==> src/hw/rtl/dwpw_queue.sv <==
// Short first-in first-out queue between the front and the back part.
// Generic payload vector; no package dependencies.
module dwpw_queue #(
  parameter int WIDTH = 8,
  parameter int DEPTH = 4
) (
  input  logic             clk,
  input  logic             rst,
  input  logic             push,
  input  logic [WIDTH-1:0] push_data,
  output logic             push_ready,
  input  logic             pop,
  output logic             pop_valid,
  output logic [WIDTH-1:0] pop_data
);

  localparam int PTR_W = $clog2(DEPTH);
  localparam int CNT_W = $clog2(DEPTH + 1);

  logic [WIDTH-1:0] entries [DEPTH];
  logic [PTR_W-1:0] wr_ptr, rd_ptr;
  logic [CNT_W-1:0] count;

  assign push_ready = (count != CNT_W'(DEPTH));
  assign pop_valid  = (count != '0);
  assign pop_data   = entries[rd_ptr];

  // Entry storage.
  always_ff @(posedge clk) begin
    if (push) begin
      entries[wr_ptr] <= push_data;
    end
  end

  // Pointers and fill count.
  always_ff @(posedge clk) begin
    if (rst) begin
      wr_ptr <= '0;
      rd_ptr <= '0;
      count  <= '0;
    end else begin
      if (push) begin
        wr_ptr <= (wr_ptr == PTR_W'(DEPTH - 1)) ? '0 : wr_ptr + 1'b1;
      end
      if (pop) begin
        rd_ptr <= (rd_ptr == PTR_W'(DEPTH - 1)) ? '0 : rd_ptr + 1'b1;
      end
      case ({push, pop})
        2'b10:   count <= count + 1'b1;
        2'b01:   count <= count - 1'b1;
        default: count <= count;
      endcase
    end
  end

`ifndef SYNTHESIS
  // The front part never pushes into a full queue.
  a_no_overflow: assert property (@(posedge clk) disable iff (rst)
    push |-> (count != CNT_W'(DEPTH)))
    else $error("queue push while full");
`endif

endmodule

==> config.mk <==
export PLATFORM = sky130hd
export DESIGN_NAME = dwpw_queue
export DESIGN_NICKNAME = d
export VERILOG_FILES = /design/src/hw/rtl/dwpw_queue.sv
export SDC_FILE = /design/constraint.sdc
export NUM_CORES = 1
export LEC_CHECK = 0
export CAP_MARGIN = 30
export CORE_AREA = 2 2 56 64
export CTS_CLUSTER_SIZE = 24
export DETAILED_ROUTE_END_ITERATION = 6
export DIE_AREA = 0 0 58 66
export DONT_BUFFER_PORTS = 1
export GPL_TIMING_DRIVEN = 0
export PLACE_DENSITY = 0.68
export SYNTH_ARGS = -nofsm -noshare
export SYNTH_HDL_FRONTEND = slang
export SYNTH_SLANG_ARGS = --single-unit
==> constraint.sdc <==
create_clock -name clk -period 1.6 [get_ports clk]
set_input_delay 0.4 -clock clk [delete_from_list [all_inputs] [get_ports clk]]
set_output_delay 0.4 -clock clk [all_outputs]
set_load 0.005 [all_outputs]
==> qor.txt <==
Outcome -> finished with violations
Failing checks -> negative setup slack
Slowest cell on crit path -> mux4_2
R2r startpoint -> count[0]
Share of power burned in registers -> 60.1%
GPL Wtd Cong -> 0.6260
Lkg Pwr -> 0.0005994 uW
Hold Path End -> count[2]
Hold Path Stages -> 1
Number of clock sinks -> 41
Filler Cells Inserted -> 258
RSZ-0062 raised after global routing -> yes
Distinct cells, synth -> 17
Ant. Diodes -> 0
Worst R2R End -> count[2]
Synth Flop Type -> edfxtp_1
Max Cap Viol -> 0
Synth Warn # -> 0
VDD IR max -> 0.6696 mV
GRT Overall Usage -> 13.54%
Final wirelength -> 2325 microns
Reg2reg path depth -> 5
Worst Path Arrival -> 1.34 ns
Setup violations, final -> 8
WL/cell -> 17.35 microns
R2R Setup Slk -> 0.10 ns
Initial drt markers -> 13
Power share of the clock group -> 31.0%
Asr flop ratio synth -> 0%
Residual DRC -> 0
Rel. slew slack -> 71.06%
Drt first pass iters -> 2
Initial antenna violation count -> 0
Setup ws final -> -0.1398 ns
Cells after synthesis -> 90
Post-synthesis net count -> 109
Number of synthesized flops with an enable pin -> 32
Worst-Margin Slew -> 0.4341 ns
Die W -> 58 microns
Worst Hold Class -> primary input to flip-flop
Crit path required time -> 1.20 ns
Pin count of the biggest net entering global routing -> 13
Switching Fraction -> 20.62%
Total power -> 2041 uW
First-pass GRT wire length -> 3581 microns
Flops & latches, synth -> 41
Synth area leader -> edfxtp_1
CP Launch Type -> flip-flop
Die area -> 3828 sq um
DR vias/cell -> 5.560
CTS tree -> done
Slew Limit Fails -> 0
Post-Route Skew -> 0.005092 ns
I/O Pins -> 22
Later-pin clock latency in the skew report -> 0.34 ns
Rows -> 22
Max stage delay on crit path -> 0.52 ns
Clk buf depth -> 2
Max Clk Rate -> 0.5748 GHz
Placeable Area -> 3193 sq um
Detail Placement HPWL -> 1625 microns
Most common cell in the netlist -> edfxtp_1
Placed cell count -> 126
Sequential area share after synthesis -> 71.08%
Layout area overhead -> 9.431%
Crit path kind -> flip-flop to primary output
Combinational group share of total power -> 8.8%
Hold Violations, Final -> 0
DR vias -> 745
Layout net count -> 116
Worst-path fanout max -> 8
Reg clk slew, reported paths -> 0.11 ns
Clock root buffer master -> clkbuf_4
Number of port buffers -> 0
Syn Area/Cell -> 17.84 sq um
Synth top area share -> 59.86%
Crit-path cells -> buf_12, mux4_2
Inserted Clock Buffers -> 5
Hold Startpoint -> rst
Int Power -> 1620 uW
Fin crit period -> 1.740 ns
Most frequent cells after synthesis -> 32 x edfxtp_1, 9 x dfxtp_1, 8 x mux4_2
Vias in the first global route -> 759
Tcrit/Tclk final -> 108.7%
Total power density per cell area -> 1162 nW/um^2
Psw -> 420.9 uW
Ranking of synthesized cells by area -> edfxtp_1 60%, dfxtp_1 11%, mux4_2 11%, ha_1 4.7%, inv_1 1.6%
Ratio of cells with drive above 1 in the final layout -> 22.45%
Fin cells -> 134
H-tree depth -> 2
Initial core utilization -> 50.27%
DIE HEIGHT -> 66 microns
Synth Cell Area -> 1605 sq um
Hold slack -> 0.1163 ns
Routed Antenna Nets -> 0
Remaining global-route overflow -> 0
Worst setup EP type -> primary output
==> area by class of cell <==
cell class,instances,area (sq um),share of cell area (%)
inverters,7,31.28,1.781
plain buffers,2,25.02,1.425
flip-flops and latches,41,1144,65.10
clock inverters,2,33.78,1.923
well taps,36,45.04,2.564
clock buffers,6,41.29,2.350
multi-input cells,40,436.7,24.86
==> metal layers <==
metal / share of wire [%] / vias to the layer above / GRT usage [%] / wire length [microns]
li1: - / 350 / - / -
met1: 39 / 371 / 12.96 / 901
met2: 53 / 20 / 23.58 / 1221
met3: 7.2 / 4 / 7.241 / 168
met4: 1.5 / 0 / 6.105 / 34
met5: 0 / - / 0 / 0
==> metrics by stage <==
| step | worst slack [ns] | setup TNS, ns | instance area [sq um] | utilization, % |
|---|---|---|---|---|
| 2_1_floorplan | 0.002721 | 0 | 1625 | - |
| 3_3_place_gp | -0.02608 | -0.02608 | 1670 | 52.31 |
| 3_5_place_dp | -0.05894 | -0.05894 | 1670 | 52.31 |
| 4_1_cts | -0.1832 | -1.409 | 1750 | 54.82 |
| 5_1_grt | -0.2182 | -1.692 | 1757 | 55.02 |
| 6_report | -0.1398 | -1.054 | 1757 | 55.02 |
==> placed cells by master, fill, tap and decap left out, types with 2 or more instances in the layout <==
master     n
or3_1      2
clkbuf_4   5
nor2_1     7
dfxtp_1    7
mux4_2     8
ha_1       5
dfxtp_2    2
edfxtp_1  32
a21oi_1    4
xor2_1     2
and2_1     4
mux2i_1    2
nor3b_1    2
inv_1      5
==> what timing repair did <==
action,in CTS,in global routing
hold buffers,0,0
endpoints found under the setup margin,8,9
resized for setup,2,2
buffers inserted,0,0
==> worst max-delay path, delay by kind of cell, from the launching register on <==
family | cells | cell delay, ns
DFF | 1 | 0.35
buffers and inverters | 1 | 0.13
muxes | 1 | 0.52
==> logic make-up after synthesis <==
| group | synth area share (%) |
|---|---|
| compound gates | 1.559 |
| xor+xnor | 1.091 |
| fa+ha+maj | 5.924 |
| buf+inv | 2.650 |
| flops | 71.08 |
| mux | 12.47 |
| simple gates | 5.221 |
==> power groups by stage <==
stage | logic (uW) | registers (uW) | clock network, uW
final | 180 | 1230 | 633
after global routing | 203 | 1230 | 690
after CTS | 183 | 1230 | 661
after detailed placement | 180 | 1250 | 0
after global placement | 172 | 1250 | 0
after floorplan | 148 | 1240 | 0
==> sequential cells by signal, summed over array words and instances (netlist names), named ones only <==
signal,flops
rd_ptr,2
entries,32
count,3
wr_ptr,2
==> worst max path at each step <==
| stage | from | end | slack, ns | cells after the start |
|---|---|---|---|---|
| after floorplan | push | count[2] | 0.003 | 7 |
| after global placement | push | count[2] | -0.03 | 7 |
| after detailed placement | push | count[2] | -0.06 | 7 |
| after CTS | flip-flop | pop_data[7] | -0.18 | 2 |
| after global routing | flip-flop | pop_data[0] | -0.22 | 2 |
| final | flip-flop | pop_data[6] | -0.14 | 2 |
(Power assumes the default switching activity.)
