### config.mk
export PLATFORM = sky130hd
export DESIGN_NAME = dwpw_front
export DESIGN_NICKNAME = d
export VERILOG_FILES = /design/src/hw/rtl/dwpw_pkg.sv /design/src/hw/rtl/dwpw_front.sv
export SDC_FILE = /design/constraint.sdc
export NUM_CORES = 1
export LEC_CHECK = 0
export BUFFER_PORTS_ARGS = -buffer_cell sky130_fd_sc_hd__buf_2
export CORE_ASPECT_RATIO = 0.5
export CORE_MARGIN = 3
export CORE_UTILIZATION = 59
export CTS_BUF_LIST = sky130_fd_sc_hd__clkbuf_4
export DETAILED_ROUTE_END_ITERATION = 8
export PLACE_DENSITY_LB_ADDON = 0.05
export SYNTH_ARGS = -nofsm -noshare
export SYNTH_HDL_FRONTEND = slang
export SYNTH_SLANG_ARGS = --single-unit
### constraint.sdc
create_clock -name clk -period 6.5 [get_ports clk]
set_clock_uncertainty 0.15 [all_clocks]
set_input_delay 0.325 -clock clk [delete_from_list [all_inputs] [get_ports clk]]
set_output_delay 0.325 -clock clk [all_outputs]
set_load 0.01 [all_outputs]
### src/hw/rtl/dwpw_pkg.sv
// Shared types and constants of the display window pixel writer.
// Item, result and queue entry layouts, command and register codes.
// No dependencies.
package dwpw_pkg;

  // Default screen size.
  localparam int SCREEN_COLUMNS_DEF = 240;
  localparam int SCREEN_ROWS_DEF    = 240;

  // Depth of the queue between the front and the back part.
  localparam int QUEUE_DEPTH_DEF = 4;

  // Configuration port widths.
  localparam int CFG_INDEX_W = 4;
  localparam int CFG_DATA_W  = 8;

  // Register indexes.
  localparam logic [CFG_INDEX_W-1:0] REG_X_START = 4'd0;
  localparam logic [CFG_INDEX_W-1:0] REG_X_END   = 4'd1;
  localparam logic [CFG_INDEX_W-1:0] REG_Y_START = 4'd2;
  localparam logic [CFG_INDEX_W-1:0] REG_Y_END   = 4'd3;

  // Command codes of an input word.
  localparam logic [1:0] CMD_WRITE = 2'd0;
  localparam logic [1:0] CMD_FILL  = 2'd1;
  localparam logic [1:0] CMD_READ  = 2'd2;

  // Memory operation decided by the front part.
  typedef enum logic [1:0] {
    OP_NONE,
    OP_WRITE,
    OP_FILL,
    OP_READ
  } op_t;

  // One input word.
  typedef struct packed {
    logic [1:0]  cmd;
    logic [15:0] pixel_value;
    logic        burst_end;
    logic [7:0]  read_column;
    logic [7:0]  read_row;
  } item_t;

  // One result word.
  typedef struct packed {
    logic [15:0] read_pixel;
    logic [7:0]  cursor_column;
    logic [7:0]  cursor_row;
    logic        window_wrapped;
    logic        pixel_dropped;
  } result_t;

  // Classified command handed from the front part to the back part.
  typedef struct packed {
    op_t         op;
    logic [15:0] pixel;
    logic [7:0]  cursor_column;
    logic [7:0]  cursor_row;
    logic        window_wrapped;
    logic        pixel_dropped;
  } info_t;

endpackage

### src/hw/rtl/dwpw_front.sv
// Front part of the display window pixel writer: window registers, cursor
// and burst overrun tracking, command classification and address forming.
// Depends on dwpw_pkg.
module dwpw_front #(
  parameter int SCREEN_COLUMNS = 240,
  parameter int SCREEN_ROWS    = 240,
  parameter int ADDR_W         = 16
) (
  input  logic                                 clk,
  input  logic                                 rst,
  input  logic                                 in_valid,
  output logic                                 in_ready,
  input  dwpw_pkg::item_t                      in_data,
  input  logic                                 cfg_valid,
  output logic                                 cfg_ready,
  input  logic [dwpw_pkg::CFG_INDEX_W-1:0]     cfg_index,
  input  logic [dwpw_pkg::CFG_DATA_W-1:0]      cfg_data,
  input  logic                                 busy,
  input  logic                                 push_ready,
  output logic                                 push,
  output logic [ADDR_W-1:0]                    push_addr,
  output dwpw_pkg::info_t                      push_info
);
  import dwpw_pkg::*;

  localparam int XW = ($clog2(SCREEN_COLUMNS) > 8) ? $clog2(SCREEN_COLUMNS) : 8;
  localparam int YW = ($clog2(SCREEN_ROWS) > 8) ? $clog2(SCREEN_ROWS) : 8;

  logic [XW-1:0] x_start, x_end;
  logic [YW-1:0] y_start, y_end;
  logic [XW-1:0] cursor_x, cursor_x_next;
  logic [YW-1:0] cursor_y, cursor_y_next;
  logic          overrun, overrun_next;

  logic          accept;
  logic          cfg_write;
  logic          cfg_known;
  logic [XW-1:0] cfg_sat_x;
  logic [YW-1:0] cfg_sat_y;
  logic [XW-1:0] x_start_new;
  logic [YW-1:0] y_start_new;
  logic [XW:0]   step_x;
  logic [YW:0]   step_y;

  assign cfg_ready = 1'b1;
  assign cfg_write = cfg_valid && cfg_ready;
  assign in_ready  = push_ready && !busy;
  assign accept    = in_valid && in_ready;
  assign push      = accept;

  // Saturate a written window bound to the last column or row.
  assign cfg_sat_x = (int'(cfg_data) > SCREEN_COLUMNS - 1) ? XW'(SCREEN_COLUMNS - 1)
                                                            : XW'(cfg_data);
  assign cfg_sat_y = (int'(cfg_data) > SCREEN_ROWS - 1) ? YW'(SCREEN_ROWS - 1)
                                                         : YW'(cfg_data);
  assign cfg_known = (cfg_index == REG_X_START) || (cfg_index == REG_X_END) ||
                     (cfg_index == REG_Y_START) || (cfg_index == REG_Y_END);
  assign x_start_new = (cfg_index == REG_X_START) ? cfg_sat_x : x_start;
  assign y_start_new = (cfg_index == REG_Y_START) ? cfg_sat_y : y_start;

  // Classify the word and step the cursor through the window.
  always_comb begin
    push_info                = '0;
    push_info.op             = OP_NONE;
    push_info.pixel          = in_data.pixel_value;
    push_addr                = '0;
    overrun_next             = overrun;
    step_x                   = {1'b0, cursor_x};
    step_y                   = {1'b0, cursor_y};
    case (in_data.cmd)
      CMD_WRITE: begin
        if (overrun) begin
          push_info.pixel_dropped = 1'b1;
          if (in_data.burst_end) begin
            overrun_next = 1'b0;
          end
        end else begin
          if ((int'(cursor_x) < SCREEN_COLUMNS) && (int'(cursor_y) < SCREEN_ROWS)) begin
            push_info.op = OP_WRITE;
            push_addr    = ADDR_W'(cursor_y) * ADDR_W'(SCREEN_COLUMNS) + ADDR_W'(cursor_x);
          end
          step_x = {1'b0, cursor_x} + 1'b1;
          if (step_x > {1'b0, x_end}) begin
            step_x = {1'b0, x_start};
            step_y = {1'b0, cursor_y} + 1'b1;
          end
          if (step_y > {1'b0, y_end}) begin
            step_y                   = {1'b0, y_start};
            push_info.window_wrapped = 1'b1;
            if (!in_data.burst_end) begin
              overrun_next = 1'b1;
            end
          end
        end
      end
      CMD_FILL: begin
        push_info.op = OP_FILL;
      end
      CMD_READ: begin
        if ((int'(in_data.read_column) < SCREEN_COLUMNS) &&
            (int'(in_data.read_row) < SCREEN_ROWS)) begin
          push_info.op = OP_READ;
          push_addr    = ADDR_W'(in_data.read_row) * ADDR_W'(SCREEN_COLUMNS) +
                         ADDR_W'(in_data.read_column);
        end
      end
      default: begin
        push_info.op = OP_NONE;
      end
    endcase
    cursor_x_next           = step_x[XW-1:0];
    cursor_y_next           = step_y[YW-1:0];
    push_info.cursor_column = cursor_x_next[7:0];
    push_info.cursor_row    = cursor_y_next[7:0];
  end

  // Window registers, cursor and overrun flag.
  always_ff @(posedge clk) begin
    if (rst) begin
      x_start  <= '0;
      x_end    <= XW'(SCREEN_COLUMNS - 1);
      y_start  <= '0;
      y_end    <= YW'(SCREEN_ROWS - 1);
      cursor_x <= '0;
      cursor_y <= '0;
      overrun  <= 1'b0;
    end else if (cfg_write) begin
      case (cfg_index)
        REG_X_START: x_start <= cfg_sat_x;
        REG_X_END:   x_end   <= cfg_sat_x;
        REG_Y_START: y_start <= cfg_sat_y;
        REG_Y_END:   y_end   <= cfg_sat_y;
        default:     x_start <= x_start;
      endcase
      if (cfg_known) begin
        cursor_x <= x_start_new;
        cursor_y <= y_start_new;
        overrun  <= 1'b0;
      end
    end else if (accept) begin
      cursor_x <= cursor_x_next;
      cursor_y <= cursor_y_next;
      overrun  <= overrun_next;
    end
  end

endmodule

==> impl_metrics.ini, run 1 <==
[outcome]
result_of_the_run = completed

[finish]
final.fill_count = 829
antenna_diode_count = 0
ratio_of_cells_with_drive_above_1_in_the_final_layout_pct = 14.6
register_area_um2 = 981
most_common_cell_after_layout_fill_and_taps_aside = sky130_fd_sc_hd__buf_2
multiInputGateArea_mm2 = 0.00434
area_growth_pct = 6.83
layout.nets = 908
final_cell_mix = sky130_fd_sc_hd__buf_2, sky130_fd_sc_hd__nand2_1, sky130_fd_sc_hd__inv_1, sky130_fd_sc_hd__ha_1, sky130_fd_sc_hd__nor2_1

[detailed_routing]
detailed_route_wire_length_on_metal_1_um = 7310
drcViolationCount = 0
detailedRoute.firstPassIterationCount = 5
route.vias.total = 5360
routed_length_per_instance_um = 17.2
first_iter_violations = 415
drt_wl_total_um = 15400
highest_metal_layer_with_signal_wires = met4
drt-vias-per-instance = 5.99
route.met2.wl_um = 6610
routed-wl-met3_um = 1290
route.antenna.remaining_nets = 0

[cts]
cts-root-to-sink-buffers = 2
clkSlewWorstSetupHoldPaths_ps = 170
numCtsBuffers = 5
cts_max_level = 2
worst_skew_pair.late_latency_ps = 390
count_of_clock_tree_sinks = 49
tritoncts_clock_tree = yes
cts-root-buf = sky130_fd_sc_hd__clkbuf_4
holdBufCountCts = 0

[worst_setup_path]
worst-endpoint-arrival_ps = 5580
worstSetupStartpointType = register
cp_cell_sequence = ha_1, nand3_1, nor3_1, xor2_1, ha_1, o21a_1, o21ai_0, a311oi_1, nor2_1, nor3b_2, nand2_1, xnor2_1, ha_1, a211o_1, o31a_1, a41oi_4, buf_4, mux2i_1, o21ai_1, buf_2
path_buf_inv = 2
crit_type = reg2out
r2r_start = cursor_x[0]
cp_max_fo = 8
required_time_reported_for_the_critical_path_endpoint_ps = 6020
critical_path.top_delay_family = compound AO/OA/AOI/OAI gates
reg2reg_depth = 20
cp_common_cell = sky130_fd_sc_hd__ha_1
reg2reg_to = cursor_y[0]
slowest_delay_ps = 470
reg2reg_slack_ps = 1030
critPathSlowestCell = sky130_fd_sc_hd__dfxtp_1
cp-end-kind = output pin

[sta]
final.hold.worst_slack_ps = 96.4
slew-limit-headroom_pct = 35.2
period_minus_slack_ps = 6050
slew_violations = 0
final_hold_viol_count = 0
final.period_utilization_pct = 93.1
tightestPinTransition_ps = 972
worst_path_setup_slack_after_routing_ps = 447
grt_setup_unrepaired = no
setup_total_negative_slack_ps = 0
finalSetupViolCount = 0
peak_clock_frequency_supported_by_timing_mhz = 165

[power]
cellLeakagePower_uw = 0.00314
power.density_cell_area_mw_per_mm2 = 151
ir_worst_vdd_v = 0.000110

[floorplan]
floorplan.rows = 24
die_h_um = 76.3
floorplan.io_pins = 108
die-area_mm2 = 0.0112
start_util_pct = 63.6
floorplan.die.width_um = 147
core-area_mm2 = 0.00916

[synth]
synth-edff-count = 0
netlist_area_mm2 = 0.00583
ys_seq_area_share_pct = 16.8
synth_flop_cell = sky130_fd_sc_hd__dfxtp_1
synth_async_sr_flop_share_pct = 0
synth.yosys.warnings = 0
synth.avg_cell_area_um2 = 8.05
synth_nets = 868
synth-seq-cells = 49
netlist_instances = 724
synth.distinct_cells = 71

[global_route]
grt_remaining_overflow = 0
grt_antenna_before_repair = 0
first_global_vias = 5009
first_pass_grt_wire_length_um = 25200
globalRouteTotalUtil_pct = 27.0
grt_start_max_net_pins = 51

[place]
setup_slack_placement_ps = 777
port_buffers = 74
place_congestion = 0.961
hpwlAfterDp_um = 12000

[run]
drv.max_cap_violation_count = 0

[min_path]
hold_path_end = x_end[6]
hold_path.startpoint = cfg_data[6]
hold_path_class = in2reg
whs_path_depth = 3
-- registers in the layout (all words and copies together) (netlist names) --
signal,flops
overrun,1
y_start,8
y_end,8
x_end,8
x_start,8
cursor_y,8
cursor_x,8
-- Yosys cell counts (all sizes together), types with 6 or more instances --
cell	count	area, um2
o211a	6	60.1
a22o	6	52.6
ha	63	788
nor3	17	90.1
dfxtp	49	981
clkbuf	27	111
o21ai	30	150
and3	10	63.8
nor2	53	199
o211ai	19	153
o22ai	14	87.6
a211oi	7	52.6
mux2i	17	170
a311oi	9	78.8
nand3	16	80.1
a21o	7	52.6
nand2b	14	87.6
a21oi	34	170
nand2	73	274
xor2	21	210
buf	24	163
xnor2	24	210
nor2b	8	50.1
nand4	13	87.6
fa	28	561
inv	64	240
-- worst reg2reg max path, cell delays in order (launching register included) --
cell                       delay (ps)
sky130_fd_sc_hd__dfxtp_1          470
sky130_fd_sc_hd__ha_1             260
sky130_fd_sc_hd__nand3_1          200
sky130_fd_sc_hd__nor3_1           230
sky130_fd_sc_hd__xor2_1           130
sky130_fd_sc_hd__ha_1             340
sky130_fd_sc_hd__o21a_1           120
sky130_fd_sc_hd__o21ai_0           80
sky130_fd_sc_hd__a311oi_1         350
sky130_fd_sc_hd__nor2_1           130
sky130_fd_sc_hd__nor3b_2          350
sky130_fd_sc_hd__nand2_1          180
sky130_fd_sc_hd__xnor2_1          270
sky130_fd_sc_hd__ha_1             320
sky130_fd_sc_hd__a211o_1          320
sky130_fd_sc_hd__o31a_1           380
sky130_fd_sc_hd__a41oi_4          350
sky130_fd_sc_hd__buf_4            210
sky130_fd_sc_hd__mux2i_1           90
sky130_fd_sc_hd__a211o_1          300
sky130_fd_sc_hd__a311oi_1         190
-- worst max path at each step --
stage,from,to,slack [ps],cells past startpoint
3_3_place_gp,cursor_x[0],push_info[5],900,20
3_5_place_dp,cursor_x[0],push_info[5],780,20
6_report,cursor_x[0],push_info[4],450,20
5_1_grt,cursor_x[0],push_info[3],10,20
2_1_floorplan,cursor_x[0],push_info[3],1650,19
4_1_cts,cursor_x[0],push_info[5],280,22
-- logic make-up (layout without fill, tap and decap cells) --
kind of cell	Yosys count	after routing	share of synthesized area, %
AOI/OAI and AO/OA	173	173	21.0
xor gates and xnor gates	45	45	7.22
adders and majority gates	91	91	23.2
buffers and inverters	115	156	8.83
DFF	49	49	16.8
muxes	17	17	2.92
other	1	1	0.0644
and+or+nand+nor	233	233	20.0
-- area by class of cell --
type / instances / share of cell area, %
flip-flops and latches: 49 / 15.8
clock inverters: 3 / 0.342
repair buffers: 84 / 7.16
inverters: 64 / 3.86
clock buffers: 5 / 0.603
multi-input cells: 560 / 69.7
well taps: 130 / 2.61
-- per-stage QoR --
stage	cell area [um2]	utilization, %	power [uW]	std cells
after detailed placement	6120	66.8	783	881
after floorplan	5830	-	681	724
after global placement	6120	66.8	771	881
final	6220	68.0	939	895
after CTS	6180	67.5	938	889
after global routing	6220	68.0	1010	895
-- power breakdown --
part	internal, uW	switching (uW)	leakage [uW]
registers	311	17.0	0.000399
clock network	43.1	116	0.0000316
logic	193	258	0.00271
total	548	391	0.00314
-- metal layers --
metal  vias to the layer above  track usage (%)
met5                         -                0
met4                         0             5.44
met3                        23             3.51
met2                       213             41.5
met1                      2512             40.7
li1                       2612                -
-- what timing repair did --
action                                  4_1_cts  5_1_grt
setup buffers                                 0        6
resized for setup                             0        1
endpoints found under the setup margin        0        7
Power figures use the tool's default switching activity.
==> run 2: changes to the inputs <==
Settings changed: CORE_UTILIZATION 59 to 63.
Clock period 6.5 ns to 7.5 ns, I/O delays scaled along.
==> run 2 against run 1 <==
First-iteration DRC count down 22%. Critical path depth up 2. Largest cell class unchanged. Sequential cell count unchanged. Wire length down 1.5%. Sequential power down 13%. Cell area down 0.97%.
==> impl_metrics.ini, run 2 (synthesis gave the netlist of run 1 again) <==
[sta]
peak_clock_frequency_supported_by_timing_mhz = 157
tightestPinTransition_ps = 973
slew-limit-headroom_pct = 35.1
final_hold_viol_count = 0
final.period_utilization_pct = 84.7
grt_setup_unrepaired = no
worst_path_setup_slack_after_routing_ps = 1150
setup_total_negative_slack_ps = 0
slew_violations = 0
period_minus_slack_ps = 6350
finalSetupViolCount = 0

[finish]
finish.instance_area_mm2 = 0.00616
layout.nets = 902
area_growth_pct = 5.80
most_common_cell_after_layout_fill_and_taps_aside = sky130_fd_sc_hd__buf_2
ratio_of_cells_with_drive_above_1_in_the_final_layout_pct = 13.8
antenna_diode_count = 0
final.fill_count = 757
finish.cell_count_without_fillers = 876
final_util_pct = 69.6
final_cell_mix = sky130_fd_sc_hd__buf_2, sky130_fd_sc_hd__nand2_1, sky130_fd_sc_hd__inv_1, sky130_fd_sc_hd__ha_1, sky130_fd_sc_hd__nor2_1

[power]
power.switching_fraction_pct = 40.8
power_frac_clock_pct = 16.3
intPower_uw = 477
ir_worst_vdd_v = 0.000103
share_comb_of_total_power_pct = 48.4
cellLeakagePower_uw = 0.00311
power.density_cell_area_mw_per_mm2 = 131
p_seq_share_pct = 35.3
p_switching_uw = 329

[detailed_routing]
drt-vias-per-instance = 6.14
route.vias.total = 5377
drt_wl_total_um = 15100
drcViolationCount = 0
routed_length_per_instance_um = 17.3
detailedRoute.firstPassIterationCount = 5
first_iter_violations = 325
route.antenna.remaining_nets = 0

[worst_setup_path]
cp-end-kind = output pin
reg2reg_depth = 21
cp_max_fo = 15
cp_cell_sequence = ha_1, nand3_1, nor3_1, xor2_1, ha_1, o21a_1, o21ai_0, a311oi_1, or2_1, and3_1, nand2_1, xnor2_1, ha_1, o21a_1, o22ai_1, nor2_1, o31a_1, a41oi_4, mux2i_1, a2bb2oi_1, inv_1, buf_2
cp_common_cell = sky130_fd_sc_hd__ha_1
worst-endpoint-arrival_ps = 5830
worstSetupStartpointType = register
critPathSlowestCell = sky130_fd_sc_hd__a41oi_4
critical_path.top_delay_family = compound AO/OA/AOI/OAI gates
crit_type = reg2out
path_buf_inv = 2
timing.critical_path.depth = 22
required_time_reported_for_the_critical_path_endpoint_ps = 6970
slowest_delay_ps = 510

[global_route]
first_pass_grt_wire_length_um = 24300
first_global_vias = 4853
grt_antenna_before_repair = 0
grt_remaining_overflow = 0
globalRouteTotalUtil_pct = 28.7
grt_start_max_net_pins = 51

[place]
dpl.cell_count = 868
place_congestion = 0.983
setup_slack_placement_ps = 1700
hpwlAfterDp_um = 12000
port_buffers = 74
placedInstanceArea_mm2 = 0.00610

[cts]
cts-root-to-sink-buffers = 2
cts-root-buf = sky130_fd_sc_hd__clkbuf_4
cts_max_level = 2
numCtsBuffers = 5
tritoncts_clock_tree = yes
count_of_clock_tree_sinks = 49
post-cts-setup-buffers = 0
post_cts.resized_instances = 0
worst_skew_pair.late_latency_ps = 380
holdBufCountCts = 0
clkSlewWorstSetupHoldPaths_ps = 150

[floorplan]
core-area_mm2 = 0.00886
floorplan.rows = 24
floorplan.die.width_um = 142
die_h_um = 74.0
start_util_pct = 65.8
floorplan.io_pins = 108
die-area_mm2 = 0.0105

[min_path]
whs_path_depth = 3
hold_path_class = in2reg

[run]
drv.max_cap_violation_count = 0

[outcome]
result_of_the_run = completed
==> run 2: cell count changes in the layout (fill, tap and decap cells not counted), sizes merged <==
cell | before | now
buf | 84 | 78
clkbuf | 5 | 6
clkinv | 1 | 0
clkinvlp | 1 | 2
inv | 65 | 64
==> run 2: cell type report <==
| class | count | area, um2 | area share, % |
|---|---|---|---|
| inverter | 64 | 240 | 3.90 |
| multi-input combinational | 560 | 4340 | 70.3 |
| sequential | 49 | 981 | 15.9 |
| timing repair buffer | 78 | 400 | 6.50 |
| tap | 117 | 146 | 2.38 |
| clock inverter | 2 | 15.0 | 0.244 |
| clock buffer | 6 | 45.0 | 0.731 |
==> run 2: power groups by stage <==
stage | Clock (uW) | Sequential, uW | Combinational [uW]
3_5_place_dp | 0 | 289 | 388
2_1_floorplan | 0 | 283 | 307
6_report | 131 | 285 | 390
5_1_grt | 146 | 286 | 436
4_1_cts | 133 | 284 | 390
3_3_place_gp | 0 | 289 | 378
==> run 2: routing by layer <==
layer | part of all wire (%) | global-route usage (%)
met5 | 0 | 0
met3 | 8.2 | 5.07
met4 | 1.2 | 5.32
met1 | 49 | 43.0
met2 | 42 | 43.8
==> run 2: worst paths after layout <==
path,to,startpoint,slack (ps)
worst min-delay path,y_end[6],cfg_data[6],160
worst min register to register,x_start[3],x_start[3],350
worst max register to register,cursor_y[0],cursor_x[0],1760
worst max-delay path,push_info[5],cursor_x[0],1150
==> run 2: worst min-delay path, stage by stage <==
cell,delay (ps)
sky130_fd_sc_hd__buf_2,140
sky130_fd_sc_hd__mux2i_1,80
sky130_fd_sc_hd__nand2_1,60
==> run 2: per-stage QoR <==
| step | hold slack (ps) | total power [uW] |
|---|---|---|
| 3_5_place_dp | 317 | 678 |
| 3_3_place_gp | 309 | 667 |
| 2_1_floorplan | 295 | 590 |
| 4_1_cts | 153 | 807 |
| 5_1_grt | 148 | 869 |
| 6_report | 158 | 806 |
==> run 3: changes to the inputs <==
Settings changed: CORE_UTILIZATION 63 to 59.
Clock period 7.5 ns to 6.4 ns, I/O delays scaled along.
==> run 3 against run 2 <==
Wire length down 0.52%. Register-to-register slack worse by 750 ps. Via count is 1.3% lower. Critical path depth is 2 lower. Clock power is 49% higher. Sequential share of layout area shrank 0.21 points. Cell area increased by 1.3%. Setup slack got worse by 750 ps. Worst hold slack lost 65 ps. Highest routed layer unchanged. Die area grew 6.4%. Cell count is 2.2% higher. Critical path type unchanged. First-iteration DRC count rose by 17%.
==> impl_metrics.ini, run 3 (synthesis gave the netlist of run 1 again) <==
[global_route]
grt_util_met1_pct = 41.0
first_pass_grt_wire_length_um = 24900
first_global_vias = 4911
grt_remaining_overflow = 0
globalRouteTotalUtil_pct = 26.6
grt_max_usage_layer = met1
grt_start_max_net_pins = 51
grt.met3_usage_pct = 3.62
grt_antenna_before_repair = 0
use_met2_pct = 39.7

[worst_setup_path]
critical_path.top_delay_family = compound AO/OA/AOI/OAI gates
cp-end-kind = output pin
cp_max_fo = 8
crit_type = reg2out
slowest_delay_ps = 480
crit_start = cursor_x[0]
critPathSlowestCell = sky130_fd_sc_hd__dfxtp_1
worstSetupStartpointType = register
cp_cell_sequence = ha_1, nand3_1, nor3_1, xor2_1, ha_1, nand4_1, nor2_1, a311oi_1, nor2_1, nor3b_2, nand2_1, xnor2_1, ha_1, a211o_1, o31a_1, a41oi_4, buf_4, mux2i_1, o21ai_1, buf_2
reg2reg_slack_ps = 1010
reg2reg_to = cursor_y[0]
worst-endpoint-arrival_ps = 5530
path_buf_inv = 2
cp_common_cell = sky130_fd_sc_hd__ha_1
r2r_start = cursor_x[0]
required_time_reported_for_the_critical_path_endpoint_ps = 5930
reg2reg_depth = 20

[power]
cellLeakagePower_uw = 0.00315
ir_worst_vdd_v = 0.000113
power.density_cell_area_mw_per_mm2 = 158

[cts]
count_of_clock_tree_sinks = 49
numCtsBuffers = 5
cts-root-to-sink-buffers = 2
clkSlewWorstSetupHoldPaths_ps = 160
tritoncts_clock_tree = yes
cts-root-buf = sky130_fd_sc_hd__clkbuf_4
worst_skew_pair.late_latency_ps = 380
cts_max_level = 2
holdBufCountCts = 0

[floorplan]
floorplan.die.width_um = 147
floorplan.io_pins = 108
start_util_pct = 63.6
die_h_um = 76.3
floorplan.rows = 24
core-area_mm2 = 0.00916
die-area_mm2 = 0.0112

[sta]
final.period_utilization_pct = 93.8
final_hold_viol_count = 0
tightestPinTransition_ps = 991
peak_clock_frequency_supported_by_timing_mhz = 167
slew_violations = 0
slew-limit-headroom_pct = 33.7
period_minus_slack_ps = 6000
finalSetupViolCount = 0
worst_path_setup_slack_after_routing_ps = 397
final.hold.worst_slack_ps = 93.4

[detailed_routing]
route.antenna.remaining_nets = 0
routed_length_per_instance_um = 16.8
drcViolationCount = 0
first_iter_violations = 381
detailedRoute.firstPassIterationCount = 5
drt_wl_total_um = 15100
route.vias.total = 5305
drt-vias-per-instance = 5.93

[place]
setup_slack_placement_ps = 614
port_buffers = 74
hpwlAfterDp_um = 11800
place_congestion = 0.946

[finish]
antenna_diode_count = 0
layout.nets = 908
area_growth_pct = 7.22
most_common_cell_after_layout_fill_and_taps_aside = sky130_fd_sc_hd__buf_2
final_cell_mix = sky130_fd_sc_hd__buf_2, sky130_fd_sc_hd__nand2_1, sky130_fd_sc_hd__inv_1, sky130_fd_sc_hd__ha_1, sky130_fd_sc_hd__nor2_1
ratio_of_cells_with_drive_above_1_in_the_final_layout_pct = 14.6

[run]
drv.max_cap_violation_count = 0

[min_path]
hold_path_class = in2reg
whs_path_depth = 3
hold_path_end = x_end[6]
hold_path.startpoint = cfg_data[6]

[outcome]
result_of_the_run = completed
## run 3: power by group
part / internal, uW / switching, uW / leakage, uW
Sequential: 316 / 17.4 / 0.000399
Combinational: 196 / 262 / 0.00271
Clock: 83.2 / 112 / 0.0000456
Total: 595 / 392 / 0.00315
## run 3: how the worst max path moves through the flow
stage / endpoint / slack (ps) / cells after the start
after floorplan: push_info[3] / 1550 / 19
after global placement: push_info[5] / 780 / 20
after detailed placement: push_info[5] / 610 / 20
after CTS: push_info[5] / 170 / 20
after global routing: push_info[8] / -20 / 21
final: push_info[3] / 400 / 20
## run 3: layer usage
| layer | vias up | part of all wire [%] |
|---|---|---|
| met5 | - | 0 |
| met4 | 0 | 0.97 |
| met3 | 24 | 9.3 |
| met2 | 206 | 41 |
| met1 | 2463 | 48 |
| li1 | 2612 | - |
## run 3: final cells by class
cell class | instances | area, um2
Timing Repair Buffer | 84 | 445
Multi-Input combinational cell | 560 | 4340
Tap cell | 130 | 163
Inverter | 64 | 240
Sequential cell | 49 | 981
Clock inverter | 3 | 43.8
Clock buffer | 5 | 37.5
Fill cell | 794 | 2910
## run 3: stage by stage
step | setup TNS [ps] | instance area (um2) | cells | power (uW) | util (%)
2_1_floorplan | 0 | 5830 | 724 | 692 | -
3_3_place_gp | 0 | 6120 | 881 | 783 | 66.8
3_5_place_dp | 0 | 6120 | 881 | 792 | 66.8
4_1_cts | 0 | 6200 | 889 | 984 | 67.7
5_1_grt | -32.9 | 6250 | 895 | 1060 | 68.2
6_report | 0 | 6250 | 895 | 986 | 68.2
## run 3: tightest hold or removal path: stages
cell,delay (ps)
sky130_fd_sc_hd__buf_2,150
sky130_fd_sc_hd__mux2i_1,80
sky130_fd_sc_hd__nand2_1,60
## run 3: what timing repair did
action                                 in CTS  in global routing
endpoints found under the hold margin       0                  0
gates resized for setup                     0                  1
setup endpoints to repair                   0                  7
setup buffers                               0                  6
